**config.mk**
```make
export PLATFORM = sky130hd
export DESIGN_NAME = ffha_cell
export DESIGN_NICKNAME = d
export VERILOG_FILES = /design/src/sv/first_fit_heap_allocator_defines.svh /design/src/sv/ffha_pkg.sv /design/src/sv/ffha_cell.sv
export SDC_FILE = /design/constraint.sdc
export NUM_CORES = 1
export LEC_CHECK = 0
export BUFFER_PORTS_ARGS = -buffer_cell sky130_fd_sc_hd__buf_4
export CAP_MARGIN = 40
export CORE_AREA = 4 4 162 164
export DETAILED_ROUTE_END_ITERATION = 8
export DIE_AREA = 0 0 166 168
export MAX_ROUTING_LAYER = met4
export SETUP_SLACK_MARGIN = 0.15
export SLEW_MARGIN = 20
export SYNTH_ARGS = -nofsm -noshare
export SYNTH_HDL_FRONTEND = slang
export SYNTH_SLANG_ARGS = --single-unit
```
**constraint.sdc**
```tcl
create_clock -name clk -period 6.25 [get_ports clk]
set_clock_uncertainty 0.15 [all_clocks]
set_input_delay 0 -clock clk [delete_from_list [all_inputs] [get_ports clk]]
set_output_delay 0 -clock clk [all_outputs]
set_load 0.02 [all_outputs]
```
**src/sv/first_fit_heap_allocator_defines.svh**
```systemverilog
// Assertion helpers for the allocator RTL.
`ifndef FIRST_FIT_HEAP_ALLOCATOR_DEFINES_SVH
`define FIRST_FIT_HEAP_ALLOCATOR_DEFINES_SVH

`ifndef ASSERT_OFF
`define ASSERT_ALWAYS(lbl, clk, rst_n, expr) \
	lbl: assert property (@(posedge clk) disable iff (!rst_n) (expr)) \
		else $error("assertion failed");
`define ASSERT_IMPLIES(lbl, clk, rst_n, ante, cons) \
	lbl: assert property (@(posedge clk) disable iff (!rst_n) (ante) |-> (cons)) \
		else $error("assertion failed");
`else
`define ASSERT_ALWAYS(lbl, clk, rst_n, expr)
`define ASSERT_IMPLIES(lbl, clk, rst_n, ante, cons)
`endif

`endif

```
**src/sv/ffha_pkg.sv**
```systemverilog
package ffha_pkg;

	localparam int TABLE_ENTRIES_DEF = 64;
	localparam int HEAP_BYTES_DEF    = 32768;

	localparam logic [15:0] HEAP_LIMIT_RST = 16'd32768;

	localparam logic MODE_ALLOC = 1'b0;
	localparam logic MODE_FREE  = 1'b1;

	localparam logic [2:0] ST_OK        = 3'd0;
	localparam logic [2:0] ST_NO_SPACE  = 3'd1;
	localparam logic [2:0] ST_FULL      = 3'd2;
	localparam logic [2:0] ST_NOT_FOUND = 3'd3;
	localparam logic [2:0] ST_ZERO      = 3'd4;

	typedef enum logic [1:0] {
		OP_NOP,
		OP_WRITE,
		OP_SPLIT,
		OP_REMOVE
	} op_t;

	typedef struct packed {
		logic [14:0] start;
		logic [15:0] size;
		logic        used;
	} entry_t;

	typedef struct packed {
		logic        mode;
		logic [15:0] size;
		logic [14:0] addr;
	} key_t;

	// table update broadcast to every cell
	typedef struct packed {
		op_t    op;
		entry_t a;
		entry_t b;
	} cmd_t;

	// search token walking down the chain
	typedef struct packed {
		logic   active;
		logic   found;
		logic   nxt_got;
		entry_t prev;
		entry_t cur;
		entry_t nxt;
	} tok_t;

endpackage

```
**src/sv/ffha_cell.sv**
```systemverilog
module ffha_cell #(
	parameter int IDX   = 0,
	parameter int IDX_W = 6,
	parameter int CNT_W = 7
) (
	input  logic                clk,
	input  logic                arst_n,
	input  ffha_pkg::cmd_t      cmd,
	input  logic [IDX_W-1:0]    cmd_k,
	input  ffha_pkg::key_t      key,
	input  logic [CNT_W-1:0]    count,
	input  ffha_pkg::entry_t    left,
	input  ffha_pkg::entry_t    right,
	output ffha_pkg::entry_t    ent,
	input  ffha_pkg::tok_t      tok_in,
	input  logic [IDX_W-1:0]    tok_idx_in,
	output ffha_pkg::tok_t      tok_out,
	output logic [IDX_W-1:0]    tok_idx_out
);
	import ffha_pkg::*;

	localparam logic [IDX_W:0]   MY   = (IDX_W+1)'(IDX);
	localparam logic [CNT_W-1:0] MY_C = CNT_W'(IDX);

	entry_t           ent_q, ent_d;
	tok_t             tok_q, tok_d;
	logic [IDX_W-1:0] tok_idx_q, tok_idx_d;
	logic [IDX_W:0]   kx;
	logic             valid, hit;

	assign kx    = {1'b0, cmd_k};
	assign valid = MY_C < count;
	assign hit   = (key.mode == MODE_ALLOC) ? (!ent_q.used && ent_q.size >= key.size)
	                                        : (ent_q.start == key.addr);

	always_comb begin
		ent_d = ent_q;
		case (cmd.op)
			OP_WRITE: begin
				if (MY == kx) ent_d = cmd.a;
			end
			OP_SPLIT: begin
				if (MY == kx) ent_d = cmd.a;
				else if (MY == kx + 1'b1) ent_d = cmd.b;
				else if (MY > kx) ent_d = left;
			end
			OP_REMOVE: begin
				if (MY >= kx) ent_d = right;
			end
			default: ;
		endcase
	end

	always_comb begin
		tok_d     = tok_in;
		tok_idx_d = tok_idx_in;
		if (tok_in.active && valid) begin
			if (!tok_in.found) begin
				if (hit) begin
					tok_d.found = 1'b1;
					tok_d.cur   = ent_q;
					tok_idx_d   = IDX_W'(IDX);
				end else begin
					tok_d.prev = ent_q;
				end
			end else if (!tok_in.nxt_got) begin
				tok_d.nxt_got = 1'b1;
				tok_d.nxt     = ent_q;
			end
		end
	end

	always_ff @(posedge clk) begin
		ent_q     <= ent_d;
		tok_idx_q <= tok_idx_d;
	end

	always_ff @(posedge clk or negedge arst_n) begin
		if (!arst_n) begin
			tok_q <= '0;
		end else begin
			tok_q <= tok_d;
		end
	end

	assign ent         = ent_q;
	assign tok_out     = tok_q;
	assign tok_idx_out = tok_idx_q;

endmodule

```
* After elaboration in Yosys (flattened, before gate mapping)
Index checks and enable logic that the tools add are counted.
Storage, ports and cells: flip-flop bits (word level) 137, latch bits 0, RAM bits 0, ROM bits 0, input bits 282, output and inout port bits 137, word-level logic and storage cells 54, memories kept 0
Operators by class: add/subtract/negate cells 1, $mul 0, div/mod/pow operators 0, magnitude comparators 4, equality and inequality tests 7, shift operators 0, multiplexer cells 19, bitwise operators 0, reduce and logical (&&, ||, !) cells 7
Operators with widths (count):
- 32-bit two-way mux | 9
- 98-bit two-way mux | 1
- 32-bit one-hot mux with 3 select lines | 1
- 64-bit two-way mux | 1
- 6-bit two-way mux | 3
- 16-bit greater-or-equal comparator | 1
- 15-bit equality test | 1
- 7-bit logical NOT | 2
- 6-bit by 1-bit adder with 7-bit output, second input constant | 1
- 1-bit by 7-bit less-than comparator with 1-bit output, first input constant | 1
- 1-bit by 6-bit greater-or-equal comparator with 1-bit output, first input constant | 1
- 1-bit by 6-bit greater-than comparator with 1-bit output, first input constant | 1
- 2-bit equality test, second input constant | 2
- 1-bit two-way mux | 4
- 2-bit != test, second input constant | 2
- 4-bit != test, second input constant | 1
- 4-bit AND reduction | 1
- 3-bit nonzero test | 1
- 2-bit by 1-bit equality test with 1-bit output, second input constant | 1
- 1-bit logical AND | 2
- 1-bit logical NOT | 1

* Logic depth before layout (Yosys ltp)
depth in word-level cells 6, gate-level depth with buffers 9, mapped depth without buffers 8

* Least setup slack after synthesis
Ideal clock, no wire load.
path kind register to register, from register ent_q (netlist bit ent[1]), to register tok_q (netlist bit tok_out[40]), setup time 0.127 ns, data arrival time 2.425 ns, data required time 5.973 ns, setup slack 3.547 ns, cell stages (with the launch flop) 10, buffers on the path 1, period minus slack after synthesis 2.703 ns, cell sequence edfxtp_1 -> inv_1 -> ha_1 -> nand2b_1 -> a2111oi_0 -> nand3b_1 -> nand4_4 -> a31oi_4 -> buf_6 -> mux2_1
RTL lines:
- from (decl) | RTL line ffha_cell.sv:25 | entry_t ent_q, ent_d;
- from (signal assigned) | RTL line ffha_cell.sv:74 | ent_q <= ent_d;
- to (signal assigned) | RTL line ffha_cell.sv:82 | tok_q <= tok_d;
- to (decl) | RTL line ffha_cell.sv:26 | tok_t tok_q, tok_d;

==> summary.txt <==
Synthesis
  • Top cell type's share of synthesized area: 40.6%
  • Syn Area/Cell: 13.1 µm²
  • Synth Instances: 465
  • Sequential area share after synthesis: 58.3%
  • Netlist Area Pre-Place: 6100 µm²
  • Area leader, netlist: dfrtp_1
  • Synth warn: 0
  • Ys flop type: dfrtp_1
  • Synthesized net count: 763
  • Post-synth ARST share: 72.3%
  • Post-synth EDFFs: 32
  • Post-synth cell types: 34
  • Synth area leaders: dfrtp_1 (41%), edfxtp_1 (16%), mux2_2 (12%)
  • Yosys reg bits: 137

Setup path
  • Crit Path Category: reg -> reg
  • Critical-path top delay cell: a21boi_4
  • CP max stage delay: 0.65 ns
  • Startpoint types: flip-flop
  • CP endpoint kind: flip-flop
  • Worst path cell trace: ha_1 > a21oi_1 > nor2_1 > a311oi_1 > nand4_4 > a21boi_4 > buf_4 > mux2_2
  • Worst EP required: 6.39 ns
  • WP data arrival: 3.82 ns
  • CP Max Fanout: 17

Pwr
  • IR drop worst, VDD: 0.132 mV
  • Pwr Total: 2.62 mW
  • Power Dens Cells: 216 nW/µm²
  • Leak Pwr: 5.49 nW

Clock network
  • Clk slew on worst S/H paths: 0.07 ns
  • Root Driver: clkbuf_16
  • CTS tree: done
  • Cts hold-fix bufs: 207
  • Worst skew pair latency: 0.41 ns
  • Postcts setup bufs: 0
  • TritonCTS Buffers: 17
  • Clock sinks: 137
  • Cts repair resizes: 0
  • H-tree levels: 4
  • CTS max path bufs: 2

STA
  • Slew headroom: 45.2%
  • Fin crit share: 59.0%
  • Fin Setup TNS: 0 ns
  • Slew @ Worst Pin: 0.814 ns
  • Fmax: 271 MHz
  • Count of final max-slew check failures: 0
  • Final worst slack: 2.57 ns
  • Final min period: 3.68 ns
  • RSZ-0062 raised after global routing: false
  • Final setup vio count: 0
  • Final hold vios: 0

GRT
  • GRT Resource Usage Total: 19.7%
  • Grt total ovfl: 0
  • Vias in the first global route: 7,201
  • Grt met1 use: 23.4%
  • First-pass GRT wire length: 41,600 µm
  • Routing usage on met3: 4.27%
  • GR Layer Usage met2: 33.0%
  • Initial antenna violation count: 0
  • Top Usage Layer GRT: met2
  • Largest net degree at the start of global routing: 56

Cells and area
  • P&R area growth vs syn: 98.8%
  • Layout cells sized above 1: 46.3%
  • Most frequent cells in the layout: buf_4 (392), dlygate4sd3_1 (208), dfrtp_1 (99), mux2_2 (67), o22ai_1 (64)
  • Most common cell after layout, fill and taps aside: buf_4
  • Final non-filler cell area: 12,100 µm²
  • Storage cell area: 3560 µm²
  • ANT cells: 0
  • Final Non-Filler Cells: 1,405
  • Fill cells: 2,190
  • Multi-input logic area: 2350 µm²
  • Fin nets: 1,360

Drt
  • Vias/cell: 4.58
  • Overall via count from detail_route: 6,431
  • Antenna Nets Post-Route: 0
  • Initial DRT Pass Iterations: 5
  • DRC violations left: 0
  • Initial drt markers: 336
  • DR WL/cell: 19.6 µm
  • Final wirelength: 27,500 µm

Place
  • PortBufs: 386
  • Routability cong.: 0.817
  • Dpl cells: 1,164
  • Dpl hpwl: 18,900 µm
  • Worst slack, placed: 2.53 ns
  • DP Area: 9400 µm²

Run status
  • Status: finished clean

Die
  • Row cnt: 58
  • Die Y-Extent: 168 µm
  • Die area: 27,900 µm²
  • CORE AREA: 24,900 µm²
  • Initial Util: 24.5%
  • Die Width: 166 µm
  • IO Pins: 419

Hold path
  • Hold Path Class: in -> reg

Flow run
  • Max Cap Viol: 0
-- stage by stage --
stage / hold WS [ns] / util, %
final: 0.0404 / 48.7
after global routing: 0.0418 / 48.7
after CTS: 0.0166 / 48.6
after detailed placement: -0.0491 / 37.8
after global placement: -0.0426 / 37.5
after floorplan: -0.446 / -
-- cell usage after synthesis, types with 3 or more instances --
cell      number
a21oi_1       38
xnor2_1       15
nor2_1        10
dfxtp_1        6
nand4_1        7
nand2_1        9
inv_1         17
nor4_1         3
and2_1         7
dfrtp_1       99
mux2_2        67
nor3_1         3
clkbuf_1      15
o22ai_1       64
buf_6          6
buf_1          3
o21ai_0        3
ha_1          16
mux2_1        26
edfxtp_1      32
-- worst paths after layout --
check	start	to	slack (ns)	cells after the start
worst max register to register	ent[12]	tok_out[79]	2.57	8
worst max-delay path	ent[12]	tok_out[79]	2.57	8
max in group asynchronous	arst_n	tok_out[87]	4.35	5
worst min register to register	ent[6]	tok_out[38]	0.45	1
worst min-delay path	left[2]	ent[2]	0.04	3
min in group asynchronous	arst_n	tok_out[7]	0.39	3
-- logic make-up after synthesis --
kind of cell	Yosys count	share of synthesized area, %
and+or+nand+nor	48	4.39
DFF	137	58.3
AOI/OAI and AO/OA	111	11.0
muxes	95	17.5
xor gates and xnor gates	15	2.15
adders and majority gates	16	3.28
buffers and inverters	43	3.42
-- layout make-up --
| type | instances | share of cell area [%] |
|---|---|---|
| clock inverter | 13 | 1.58 |
| multi-input combinational | 285 | 19.4 |
| inverter | 17 | 0.526 |
| clock buffer | 19 | 3.57 |
| tap | 330 | 3.40 |
| timing repair buffer | 604 | 42.2 |
| sequential | 137 | 29.3 |
-- metal layers --
layer | wire length, µm | up-vias | share of wire, %
met4 | 877 | 0 | 3.2
met3 | 1770 | 53 | 6.4
li1 | - | 2927 | -
met1 | 11100 | 3128 | 40
met2 | 13700 | 323 | 50
met5 | 0 | - | 0
-- state kept, by name (all words and copies together) (netlist names) --
register	cells
tok_idx_out	6
tok_out	99
ent	32
-- where the power goes --
group          internal, mW  leakage (nW)  switching, mW
Combinational         0.323          3.69          0.226
Sequential            0.963          1.51         0.0158
Clock                 0.674         0.295          0.419
-- critical path: cells and delay by family (launching register included) --
kind	cells	cell delay (ns)
mux	1	0.38
compound gates	3	1.37
buf+inv	1	0.44
simple gates	2	0.34
fa+ha+maj	1	0.37
flops	1	0.49
Note: power is estimated with default switching activity, not from simulation.
